$ cat src/sv/rpq_pkg.sv
// Package for the read-priority request queue block.
// Holds command and status codes, field widths, defaults and the address-table word.
// No dependencies.
`default_nettype none
package rpq_pkg;

   localparam int DEF_CAPACITY   = 64;
   localparam int DEF_NUM_QUEUES = 16;

   localparam int MODE_W   = 3;
   localparam int QID_W    = 4;
   localparam int ADDR_W   = 32;
   localparam int HANDLE_W = 32;
   localparam int SLOT_W   = 6;
   localparam int STATUS_W = 3;
   localparam int TAG_W    = 32;
   localparam int COUNT_W  = 7;

   localparam int CSR_IDX_W  = 2;
   localparam int CSR_DATA_W = 7;
   localparam int QC_W       = 5;
   localparam int CL_W       = 7;

   localparam logic [CSR_IDX_W-1:0] CSR_QUEUE_COUNT    = 2'd0;
   localparam logic [CSR_IDX_W-1:0] CSR_CAPACITY_LIMIT = 2'd1;
   localparam logic [QC_W-1:0]      QUEUE_COUNT_RESET  = 5'd16;
   localparam logic [CL_W-1:0]      CAP_LIMIT_RESET    = 7'd64;

   localparam logic [MODE_W-1:0] MODE_ENQUEUE = 3'd0;
   localparam logic [MODE_W-1:0] MODE_DEQUEUE = 3'd1;
   localparam logic [MODE_W-1:0] MODE_REMOVE  = 3'd2;
   localparam logic [MODE_W-1:0] MODE_MOVE    = 3'd3;

   localparam logic [STATUS_W-1:0] ST_OK      = 3'd0;
   localparam logic [STATUS_W-1:0] ST_FULL    = 3'd1;
   localparam logic [STATUS_W-1:0] ST_BADQ    = 3'd2;
   localparam logic [STATUS_W-1:0] ST_NONE    = 3'd3;
   localparam logic [STATUS_W-1:0] ST_BADSLOT = 3'd4;

   // one address-table entry
   typedef struct packed {
      logic [ADDR_W-1:0] addr;
      logic [TAG_W-1:0]  cur;
      logic [TAG_W-1:0]  newest;
   } ord_word_type;

endpackage
`default_nettype wire

$ cat src/sv/rpq_tag_unit.sv
// Shared tag/address comparator and tag incrementer.
// Depends on rpq_pkg.
`default_nettype none
module rpq_tag_unit (
   input  wire logic [rpq_pkg::TAG_W-1:0] op_a,
   input  wire logic [rpq_pkg::TAG_W-1:0] op_b,
   output      logic                      eq,
   output      logic [rpq_pkg::TAG_W-1:0] inc
);
   import rpq_pkg::*;
   assign eq  = (op_a == op_b);
   assign inc = op_a + TAG_W'(1);   // wraps modulo 2^32
endmodule
`default_nettype wire

$ cat config.mk
export PLATFORM = sky130hd
export DESIGN_NAME = rpq_tag_unit
export DESIGN_NICKNAME = d
export VERILOG_FILES = /design/src/sv/rpq_pkg.sv /design/src/sv/rpq_tag_unit.sv
export SDC_FILE = /design/constraint.sdc
export NUM_CORES = 1
export LEC_CHECK = 0
export BUFFER_PORTS_ARGS = -buffer_cell sky130_fd_sc_hd__buf_4
export CAP_MARGIN = 30
export CORE_MARGIN = 3
export CORE_UTILIZATION = 43
export DETAILED_ROUTE_END_ITERATION = 10
export PLACE_DENSITY = 0.92
export SKIP_LAST_GASP = 1
export SYNTH_ARGS = -nofsm -noshare
export SYNTH_HDL_FRONTEND = slang
export SYNTH_SLANG_ARGS = --single-unit
$ cat constraint.sdc
create_clock -name vclk -period 3.3
set_input_delay 0.66 -clock vclk [all_inputs]
set_output_delay 0.66 -clock vclk [all_outputs]
set_load 0.03 [all_outputs]
==> flow_metrics.tcl, run 1 <==
set metrics [dict create \
    p_per_area_nw_per_um2 132 \
    worst-endpoint-arrival_ps 2220 \
    coreArea_um2 2280 \
    path_delay_family "simple AND/OR/NAND/NOR gates" \
    crit_buf_inv 2 \
    yosys_warnings 0 \
    nNetsFinal 298 \
    min_path_type "in2out" \
    synth_area_um2 1060 \
    drive_gt1_share_pct 47.2 \
    rows 17 \
    routedWlPerCell_um 13.9 \
    totalWireLength_mm 3.59 \
    overflow 0 \
    yosysUniqueCellTypes 23 \
    seq_area_frac_synth_pct 0 \
    cts_resized 0 \
    gp_congestion 0.850 \
    rsz0062_at_grt "no" \
    post_cts_buffers 0 \
    path_max_fanout 9 \
    crit_slowest_cell "nor4_1" \
    maxCapViolCount 0 \
    multi_input_area_um2 1010 \
    synth_nets 203 \
    cp-start-kind "primary input" \
    worst_pin_slew_ps 356 \
    synth_top_area_cell "xor2_1" \
    drcViolationCount 0 \
    layout_min_cycle_time_ps 2880 \
    relSlewSlack_pct 76.0 \
    avgSynthCellArea_um2 7.65 \
    via_per_inst 5.09 \
    crit_chain "buf_4, ha_1, and3_1, nand3_2, nor4_1, xor2_1, buf_4" \
    leakage_uw 0.000844 \
    crit_type "in2out" \
    fin_crit_sh_pct 87.2 \
    grt_usage_pct 22.1 \
    status "completed" \
    tns_ps 0 \
    grt_max_degree 12 \
    required_ps 2640 \
    dr.first_iter.drc_count 31 \
    synthTopCellsByArea "xor2_1 42%, xnor2_1 9.1%, nor4_1 7.1%, nor4_2 7.1%, nand3_1 5.2%" \
    grt_pass1_wl_mm 5.92 \
    antenna_cells 0 \
    antenna_found_initial 0 \
    fp.dieW_um 55.6 \
    hold_violations 0 \
    detail-route-antenna-nets 0 \
    synth_top_area_share_pct 42.3 \
    slew_violations 0 \
    max_freq_mhz 348 \
    setup_viol 0 \
    io_pins 97 \
    drt_pre_antenna_iters 4 \
    dp_hpwl_mm 3.17 \
    seq_cell_count 0 \
    postCtsHoldBufs 0 \
    ir_worst_vdd_uv 141 \
    grt_pass1_vias 1397 \
    path_common_cell "buf_4" \
    seq_area_um2 0 \
    synth_cells 138 \
    clkbuf_count 0 \
    cp_slowest_stage_delay_ps 330 \
    start_util_pct 46.4 \
    worstSetupEndpointType "output port" \
    syn2layout_area_growth_pct 69.4 \
    die_h_um 55.6 \
    fillers 176 \
    dr_total_vias 1319 \
    final_core_util_pct 78.6 \
    numPortBuffers 97 \
    dieArea_um2 3090 \
]
==> worst paths after layout <==
path | start | end | depth (start not counted)
min | op_a[31] | inc[31] | 3
max | op_a[0] | inc[20] | 7
==> cell families (layout without fill, tap and decap cells) <==
| logic type | after synthesis | in the layout | synth area share (%) |
|---|---|---|---|
| AND/OR/NAND/NOR | 67 | 67 | 43.1 |
| adder cells (fa/ha/maj) | 1 | 1 | 1.18 |
| buffers and inverters | 8 | 101 | 4.27 |
| XOR/XNOR | 62 | 62 | 51.4 |
==> stage by stage <==
step | instances | total power (µW) | setup slack (ps) | hold slack, ps | cell area, µm²
3_3_place_gp | 259 | 234 | 524 | 1630 | 1790
5_1_grt | 259 | 253 | 285 | 1650 | 1790
2_1_floorplan | 138 | 110 | 634 | 1430 | 1060
3_5_place_dp | 259 | 237 | 444 | 1630 | 1790
6_report | 259 | 237 | 423 | 1630 | 1790
4_1_cts | 259 | 238 | 438 | 1640 | 1790
==> cell usage after synthesis, types with 4 or more instances <==
cell / n
nor3_1: 4
nand4_1: 6
nor2_1: 5
nand3_1: 11
inv_1: 4
nor4_2: 6
xnor2_1: 11
nor4_1: 12
nand2_1: 6
xor2_1: 51
and3_1: 6
==> routing by layer <==
layer | part of all wire (%) | up-vias | GRT usage, %
met4 | 0.56 | 0 | 1.39
met1 | 40 | 583 | 26.5
met3 | 8.2 | 2 | 3.04
met2 | 51 | 57 | 42.7
met5 | 0 | - | 0
li1 | - | 677 | -
==> power breakdown <==
part           internal (µW)  leakage (µW)  total [µW]  switching [µW]
Combinational            111      0.000844         237             126
Sequential                 0             0           0               0
Clock                      0             0           0               0
==> cell usage in the layout, fill, tap and decap left out <==
cell / n
and4_4: 1
nand3_2: 2
nor4_1: 12
nor2b_1: 1
and4_1: 2
nand2_2: 1
nand3_4: 1
nor2_1: 5
nand4_4: 1
xor2_1: 51
and3_1: 6
and2_1: 1
buf_4: 97
nor4_2: 6
xnor2_1: 11
inv_1: 4
nor3_1: 4
nor3b_1: 1
nand3_1: 11
nand2_1: 6
nand4_1: 6
ha_1: 1
==> tightest hold or removal path: stages <==
cell    delay [ps]
buf_4           90
xor2_1          60
buf_4          160
==> area by class of cell <==
cell class                      instances  area share [%]
Multi-Input combinational cell        130            56.5
Timing Repair Buffer                   97            40.7
Tap cell                               28            1.96
Inverter                                4           0.839
No activity file was read; power rests on OpenSTA's default activity.
==> run 2: changes to the inputs <==
- CORE_UTILIZATION: 43 -> 40
- PLACE_DENSITY: 0.92 -> 0.87
- clock period: 3.3 -> 3 ns (I/O delays scaled with it)
==> flow_metrics.tcl, run 2 (synthesis results as in run 1) <==
set metrics [dict create \
    status "completed" \
    leakage_uw 0.000844 \
    nNetsFinal 298 \
    path_delay_family "simple AND/OR/NAND/NOR gates" \
    p_switching_uw 139 \
    tns_ps 0 \
    power_frac_comb_pct 100.0 \
    hold_slack_ps 1520 \
    totalWireLength_mm 3.75 \
    drt_pre_antenna_iters 4 \
    ir_worst_vdd_uv 165 \
    cts_resized 0 \
    grt_max_degree 12 \
    dieArea_um2 3290 \
    p_per_area_nw_per_um2 146 \
    slew_violations 0 \
    maxCapViolCount 0 \
    dp_hpwl_mm 3.35 \
    gp_congestion 0.914 \
    swShare_pct 53.1 \
    layout_min_cycle_time_ps 2740 \
    antenna_found_initial 0 \
    via_per_inst 5.21 \
    syn2layout_area_growth_pct 69.4 \
    crit_chain "buf_4, ha_1, and3_1, nand3_2, nor4_1, xor2_1, buf_4" \
    fp.dieW_um 57.4 \
    clkbuf_count 0 \
    post_cts_buffers 0 \
    seq_area_um2 0 \
    crit_slowest_cell "nor4_1" \
    rsz0062_at_grt "no" \
    mostFrequentLayoutCell "buf_4" \
    overflow 0 \
    worst_pin_slew_ps 396 \
    die_h_um 57.4 \
    antenna_cells 0 \
    power.share.clock_pct 0 \
    cp_slowest_stage_delay_ps 340 \
    drcViolationCount 0 \
    grt_usage_pct 22.2 \
    required_ps 2400 \
    worst-endpoint-arrival_ps 2140 \
    postCtsHoldBufs 0 \
    intPower_uw 122 \
    routedWlPerCell_um 14.5 \
    coreArea_um2 2360 \
    path_common_cell "buf_4" \
    cp-start-kind "primary input" \
    mostFrequentLayoutCells "97 x buf_4, 51 x xor2_1, 12 x nor4_1" \
    min_delay_path_depth 3 \
    crit_buf_inv 2 \
    dr.first_iter.drc_count 17 \
    start_util_pct 44.7 \
    io_pins 97 \
    p_seq_share_pct 0 \
    drive_gt1_share_pct 47.2 \
    dpl_worst_slack_ps 267 \
    fin_crit_sh_pct 91.3 \
    numPortBuffers 97 \
    min_path_type "in2out" \
    rows 17 \
    grt_pass1_wl_mm 6.00 \
    worstSetupEndpointType "output port" \
    dr_total_vias 1350 \
    grt_pass1_vias 1316 \
    relSlewSlack_pct 73.4 \
    path_max_fanout 9 \
    hold_violations 0 \
    cp.depth 7 \
    detail-route-antenna-nets 0 \
    seq_cell_count 0 \
    max_freq_mhz 365 \
    setup_ws_ps 260 \
    setup_viol 0 \
    crit_type "in2out" \
]
[run 2: cell counts in the layout (fill, tap and decap cells not counted)]
No cell type changed its count.
[run 2: through the flow]
step | power [µW] | area, µm² | utilization (%) | instances
2_1_floorplan | 121 | 1060 | - | 138
3_3_place_gp | 260 | 1790 | 75.8 | 259
3_5_place_dp | 261 | 1790 | 75.8 | 259
4_1_cts | 262 | 1790 | 75.8 | 259
5_1_grt | 278 | 1790 | 75.8 | 259
6_report | 261 | 1790 | 75.8 | 259
[run 2: final cells by class]
class                      count  area [µm²]
fill                         188         572
inverter                       4        15.0
multi-input combinational    130        1010
tap                           28        35.0
timing repair buffer          97         728
[run 2: power groups by stage]
stage                     Clock, µW  Sequential (µW)  Combinational, µW
after floorplan                   0                0                121
after global placement            0                0                260
after detailed placement          0                0                261
after CTS                         0                0                262
after global routing              0                0                278
final                             0                0                261
[run 2: path summary, 6_finish.rpt]
check    start       to
max    op_a[0]  inc[20]
min    op_a[0]   inc[0]
[run 2: layer usage]
metal	track usage (%)	wire length, µm	share of wire (%)	vias to the layer above
li1	-	-	-	681
met1	26.9	1490	40	600
met2	39.8	1800	48	67
met3	7.24	439	12	2
met4	0.993	14	0.37	0
met5	0	0	0	-
