## config.mk

```make
export PLATFORM = sky130hd
export DESIGN_NAME = rpq_ram
export DESIGN_NICKNAME = d
export VERILOG_FILES = /design/src/sv/rpq_ram.sv
export SDC_FILE = /design/constraint.sdc
export NUM_CORES = 1
export LEC_CHECK = 0
export BUFFER_PORTS_ARGS = -buffer_cell sky130_fd_sc_hd__buf_2
export CORE_ASPECT_RATIO = 0.5
export CORE_MARGIN = 3
export CORE_UTILIZATION = 56
export DETAILED_ROUTE_END_ITERATION = 8
export GPL_TIMING_DRIVEN = 0
export PLACE_DENSITY = 0.83
export SYNTH_ARGS = -nofsm -noshare
export SYNTH_HDL_FRONTEND = slang
export SYNTH_SLANG_ARGS = --single-unit
```

## constraint.sdc

```tcl
create_clock -name clock -period 2.2 [get_ports clock]
set_input_delay 0.44 -clock clock [delete_from_list [all_inputs] [get_ports clock]]
set_output_delay 0.44 -clock clock [all_outputs]
set_load 0.02 [all_outputs]
```

## src/sv/rpq_ram.sv

```systemverilog
// Generic single-write, single-read RAM with registered, enabled read.
// No dependencies.
`default_nettype none
module rpq_ram #(
   parameter int WIDTH = 8,
   parameter int DEPTH = 64
) (
   input  wire logic                     clock,
   input  wire logic                     we,
   input  wire logic [$clog2(DEPTH)-1:0] waddr,
   input  wire logic [WIDTH-1:0]         wdata,
   input  wire logic                     re,
   input  wire logic [$clog2(DEPTH)-1:0] raddr,
   output      logic [WIDTH-1:0]         rdata
);
   logic [WIDTH-1:0] mem [DEPTH];

   always_ff @(posedge clock) begin
      if (we) begin
         mem[waddr] <= wdata;
      end
      if (re) begin
         rdata <= mem[raddr];
      end
   end
endmodule
`default_nettype wire

```

==> results.yml, run 1 <==
finish:
  nFillCells: 2164
  area_delta_synth_final_pct: 10.7
  drive_above_1_share: 0.256
  finish.utilization: 0.639
  fin_nets: 1032
yosys:
  ys_ff_latch: 520
  postSynthCellCount: 940
  synth_area_per_cell_sq_um: 21.5
  synth-async-reset-ratio: 0
  yosys_most_used_dff: "edfxtp_1"
  yosys-top-cells-area: "edfxtp_1 (77%), mux4_2 (14%), nor2_1 (1.5%), mux2i_1 (1.1%), mux2_2 (0.72%)"
  synth_xor_xnor_area_share: 0
  syn-num-nets: 963
  synth-edff-count: 520
  synth_top_cell_by_area: "edfxtp_1"
  synth_top_family_by_area: "multiplexers"
  yosysMostFrequentCell: "edfxtp_1"
  yosysTopAreaCellShare: 0.771
  netlist_top_cells_count: "edfxtp_1 (520), mux4_2 (126), nor2_1 (83)"
  synth.distinct_cells: 39
  synth.area.mux_share: 0.159
  yosys_warnings: 0
  synthSimpleGateAreaFrac: 0.0337
  synth_area_sq_um: 20200
  synth_compound_area_frac: 0.0206
  synth_fa_ha_area_frac: 0
  ys_seq_area_frac: 0.771
clocking:
  htree_num_levels: 2
  clock-root-buffer: "clkbuf_16"
  cts_buffers: 45
  post_cts_buffers: 0
  cts_resized: 32
  clock_latency_ns: 0.55
  clock_sinks: 520
  clk_pin_slew_ns: 0.06
  holdBufCountCts: 0
  clockBufferDepth: 3
  cts_tree: "built"
worst_setup_path:
  start_kind: "primary input"
  criticalPathCategory: "primary input to register"
  timing.rr.end: "rdata[3]$_DFFE_PP_"
  crit_arrival_ns: 2.63
  rr_worst_depth: 4
  end_kind: "register"
  r2r_start: "mem[3][3]$_DFFE_PP_"
  crit_end: "mem[45][5]$_DFFE_PP_"
  r2r_slack_ns: 0
  worstPathRequired_ns: 2.37
  crit_start: "waddr[2]"
  crit_path_max_fanout: 10
global_routing:
  top_usage_layer: "met2"
  grt.total_usage: 0.256
  grt_pass1_wl_mm: 70.3
  met3_usage: 0.0748
  antenna_found_initial: 4
  grt_pass1_vias: 10400
  grtUsageMet2: 0.393
  grt_max_degree: 65
  grt_use_met1: 0.348
  overflow: 0
sta:
  maxSlewHeadroom: 0.146
  setup_viol: 89
  fin_crit_ns: 2.46
  clock_skew_ns: 0.0147
  hold_violations: 0
  max_freq_ghz: 0.407
  setup_ws_ns: -0.257
  worst_pin_slew_ns: 1.28
  report.final.slew_viol_count: 0
  period_share: 1.12
  setup-tns-final_ns: -11.09
  rsz0062_at_grt: "true"
floorplan:
  die_h_microns: 140
  core_area_sq_um: 35100
  rows: 48
  dieArea_sq_um: 38600
  pin_count: 31
  dieWidth_microns: 275
  start_util: 0.577
pwr:
  p_leak_nw: 6.91
  peakVddDrop_mv: 0.476
  power_mw: 19.4
  p_per_area_nw_per_um2: 865
detailed_routing:
  drt_pre_antenna_iters: 6
  drc: 0
  via_count: 10400
  wire_per_inst_microns: 31.8
  routed_via_density: 6.81
  drtIter0Drc: 1685
  final_antenna_net_count: 0
  wirelength_mm: 48.4
place:
  port_buffers: 22
  dp_slack_ns: -1.06
  routabilityCongestion: 0.930
  dp_hpwl_mm: 29.2
job:
  cap_violations: 0
hold_path:
  holdCritPathClass: "primary input to register"
  holdPathStages: 1
run_status:
  status: "finished, violations left"
  violations: "setup timing"
-- logic make-up (layout without fill, tap and decap cells) --
kind of cell,after synthesis,after routing
muxes,162,162
buffers and inverters,51,153
DFF,520,520
and+or+nand+nor,153,153
other,0,4
AOI/OAI and AO/OA,54,54
-- worst max-delay path: stages --
cell and delay, ns:
clkbuf_1 0.33, nor2b_1 0.25, nand3_1 0.63, nor2_1 0.97
-- through the flow --
stage	std cells	area, sq um	hold WS [ns]
2_1_floorplan	940	20300	0.539
3_3_place_gp	1437	21000	0.765
3_5_place_dp	1437	21000	0.798
4_1_cts	1517	22300	0.233
5_1_grt	1520	22400	0.240
6_report	1521	22400	0.240
-- flip-flops by register name (all words and copies together) (netlist names) --
register  count
mem         512
rdata         8
-- layer usage --
layer  routed length, microns  up-vias
met5                        0        -
met4                     2090        0
met3                     6310      163
met2                    23000      873
met1                    17000     5237
li1                         -     4082
-- worst min-delay path by stage --
stage,startpoint,endpoint
6_report,re,rdata[2]$_DFFE_PP_
2_1_floorplan,wdata[0],mem[0][0]$_DFFE_PP_
3_5_place_dp,re,rdata[1]$_DFFE_PP_
3_3_place_gp,re,rdata[1]$_DFFE_PP_
5_1_grt,re,rdata[2]$_DFFE_PP_
4_1_cts,re,rdata[2]$_DFFE_PP_
-- cells in the final DEF, fill, tap and decap left out, types with 3 or more instances in the layout --
master,count
clkbuf_1,24
a211oi_1,4
nand2_1,19
buf_2,27
nand3_1,12
a22oi_1,3
a221oi_1,6
o21ai_1,3
a21oi_1,3
diode_2,4
buf_4,9
clkinv_1,12
clkbuf_16,45
nor2b_1,14
buf_8,3
o22ai_1,8
o2bb2ai_1,3
clkbuf_2,8
mux2_2,13
nor2_1,81
nand2b_1,7
mux4_2,126
o221ai_1,8
buf_6,12
nand3b_1,3
clkinv_2,5
edfxtp_1,520
nor3_1,4
o2111ai_1,3
mux2i_1,20
-- layout make-up --
type | count | area [sq um] | share of cell area
antenna | 4 | 10.0 | 0.000446
buffer | 50 | 397 | 0.0177
clock buffer | 60 | 1180 | 0.0527
clock inverter | 20 | 116 | 0.00519
multi-input combinational | 369 | 4390 | 0.196
sequential | 520 | 15600 | 0.697
tap | 475 | 594 | 0.0265
timing repair buffer | 23 | 115 | 0.00513
-- where the power goes --
group / internal (mW) / total, mW / switching, mW
sequential: 11.0 / 11.0 / 0.0217
clock: 3.89 / 7.25 / 3.36
combinational: 0.406 / 1.14 / 0.731
Power figures use the tool's default switching activity.
==> run 2: changes to the inputs <==
- CELL_PAD_IN_SITES_DETAIL_PLACEMENT: default -> 0
- CELL_PAD_IN_SITES_GLOBAL_PLACEMENT: default -> 1
- CORE_UTILIZATION: 56 -> 50
- SLEW_MARGIN: default -> 30
==> results.yml, run 2 (synthesis gave the netlist of run 1 again) <==
run_status:
  status: "finished, violations left"
  violations: "setup timing"
pwr:
  combPwrFrac: 0.058
  power_mw: 19.6
  p_clk_frac: 0.380
  p_per_area_nw_per_um2: 863
  p_leak_nw: 6.96
  p_int_mw: 15.5
  switching_power_mw: 4.13
  peakVddDrop_mv: 0.449
  swShare: 0.211
  power.share.sequential: 0.562
finish:
  reg.largest.list: "mem x512, rdata x8"
  seq_area_sq_um: 15600
  multiInputGateArea_sq_um: 4540
  largest_reg_flops: 512
  regMostFlops: "mem"
  drive_above_1_share: 0.300
  final_common_cell: "edfxtp_1"
  final_cell_mix: "edfxtp_1 (520), mux4_2 (126), clkbuf_16 (49), nor2_1 (42), nor2_2 (35)"
  fin_nets: 1032
  area_delta_synth_final_pct: 12.1
  antennaDiodeCount: 0
  nFillCells: 2806
sta:
  fin_crit_ns: 2.36
  period_share: 1.07
  rsz0062_at_grt: "true"
  max_freq_ghz: 0.424
  setup_viol: 95
  report.final.slew_viol_count: 0
  setup_ws_ns: -0.159
  maxSlewHeadroom: 0.410
  hold_violations: 0
  clock_skew_ns: 0.0110
  worst_pin_slew_ns: 0.882
worst_setup_path:
  end_kind: "register"
  crit_arrival_ns: 2.55
  cp_cell_sequence: "clkbuf_1, nand4_1, nor2_1"
  max_stage_delay_ns: 0.90
  cp_slowest_cell: "nor2_1"
  cpLargestDelayFamily: "simple AND/OR/NAND/NOR gates"
  criticalPathCategory: "primary input to register"
  start_kind: "primary input"
  worstPathRequired_ns: 2.39
  crit_path_max_fanout: 10
  cp_num_buf_inv: 1
global_routing:
  grt.total_usage: 0.222
  overflow: 0
  grt_pass1_vias: 10200
  grt_pass1_wl_mm: 69.6
  antenna_found_initial: 1
  grt_max_degree: 65
hold_path:
  holdCritPathClass: "primary input to register"
place:
  dp_slack_ns: -1.23
  port_buffers: 22
  dp_hpwl_mm: 29.8
  routabilityCongestion: 0.873
detailed_routing:
  drt_pre_antenna_iters: 5
  final_antenna_net_count: 0
  via_count: 9989
  route.layer.met1.wl_mm: 17.8
  drc: 0
  wl_met3_mm: 5.02
  wirelength_mm: 46.7
  top_layer: "met4"
  wl_met2_mm: 22.4
  wire_per_inst_microns: 29.7
  drtIter0Drc: 1453
  routed_via_density: 6.35
clocking:
  htree_num_levels: 2
  clockBufferDepth: 3
  post_cts_buffers: 0
  clock_sinks: 520
  cts_buffers: 46
  clock_latency_ns: 0.57
  cts_tree: "built"
  clock-root-buffer: "clkbuf_16"
  clk_pin_slew_ns: 0.06
floorplan:
  die_h_microns: 148
  pin_count: 31
  start_util: 0.513
  core_area_sq_um: 39400
  dieArea_sq_um: 43100
  rows: 51
  dieWidth_microns: 291
job:
  cap_violations: 0
==> run 2: changes by cell type in the layout (fill, tap and decap cells not counted), sizes merged <==
| cell | delta |
|---|---|
| buf | -2 |
| bufinv | -1 |
| clkbuf | +6 |
| diode | -4 |
| inv | -1 |
==> run 2: cell type report <==
class	count	area share
Multi-Input combinational cell	369	0.200
Clock buffer	65	0.0567
Clock inverter	18	0.00364
Sequential cell	520	0.688
Tap cell	530	0.0292
Buffer	50	0.0166
Timing Repair Buffer	22	0.00573
==> run 2: through the flow <==
step / instance area, sq um / util / setup TNS [ns] / hold WS (ns) / instances
after floorplan: 20300 / - / 0 / 0.539 / 940
after global placement: 21000 / 0.533 / -221.88 / 0.826 / 1492
after detailed placement: 21100 / 0.534 / -254.78 / 0.837 / 1492
after CTS: 22500 / 0.572 / -9.41 / 0.246 / 1575
after global routing: 22700 / 0.575 / -10.79 / 0.253 / 1574
final: 22700 / 0.575 / -8.82 / 0.266 / 1574
==> run 2: power groups by stage <==
stage / clock [mW] / sequential [mW] / combinational [mW]
after floorplan: 0 / 11.2 / 0.586
after global placement: 0 / 11.2 / 1.05
after detailed placement: 0 / 11.2 / 1.08
after CTS: 7.51 / 11.0 / 1.11
after global routing: 7.96 / 11.0 / 1.19
final: 7.45 / 11.0 / 1.13
==> run 2: path summary, 6_finish.rpt <==
check / start / endpoint / slack [ns] / depth (start not counted)
worst max-delay path: waddr[2] / mem[31][1]$_DFFE_PP_ / -0.16 / 3
worst min-delay path: re / rdata[5]$_DFFE_PP_ / 0.27 / 1
worst max register to register: mem[21][4]$_DFFE_PP_ / rdata[4]$_DFFE_PP_ / -0.01 / 5
worst min register to register: mem[7][7]$_DFFE_PP_ / rdata[7]$_DFFE_PP_ / 1.04 / 4
==> run 2: timing repair <==
item	CTS	global route
cloned	0	0
endpoints found under the setup margin	160	304
resized for setup	46	46
pin swaps	0	1
hold buffers	0	0
==> run 2: routing by layer <==
metal | vias to the layer above | global-route usage
met4 | 0 | 0.0703
met1 | 5231 | 0.309
met3 | 101 | 0.0546
met2 | 582 | 0.354
li1 | 4075 | -
met5 | - | 0
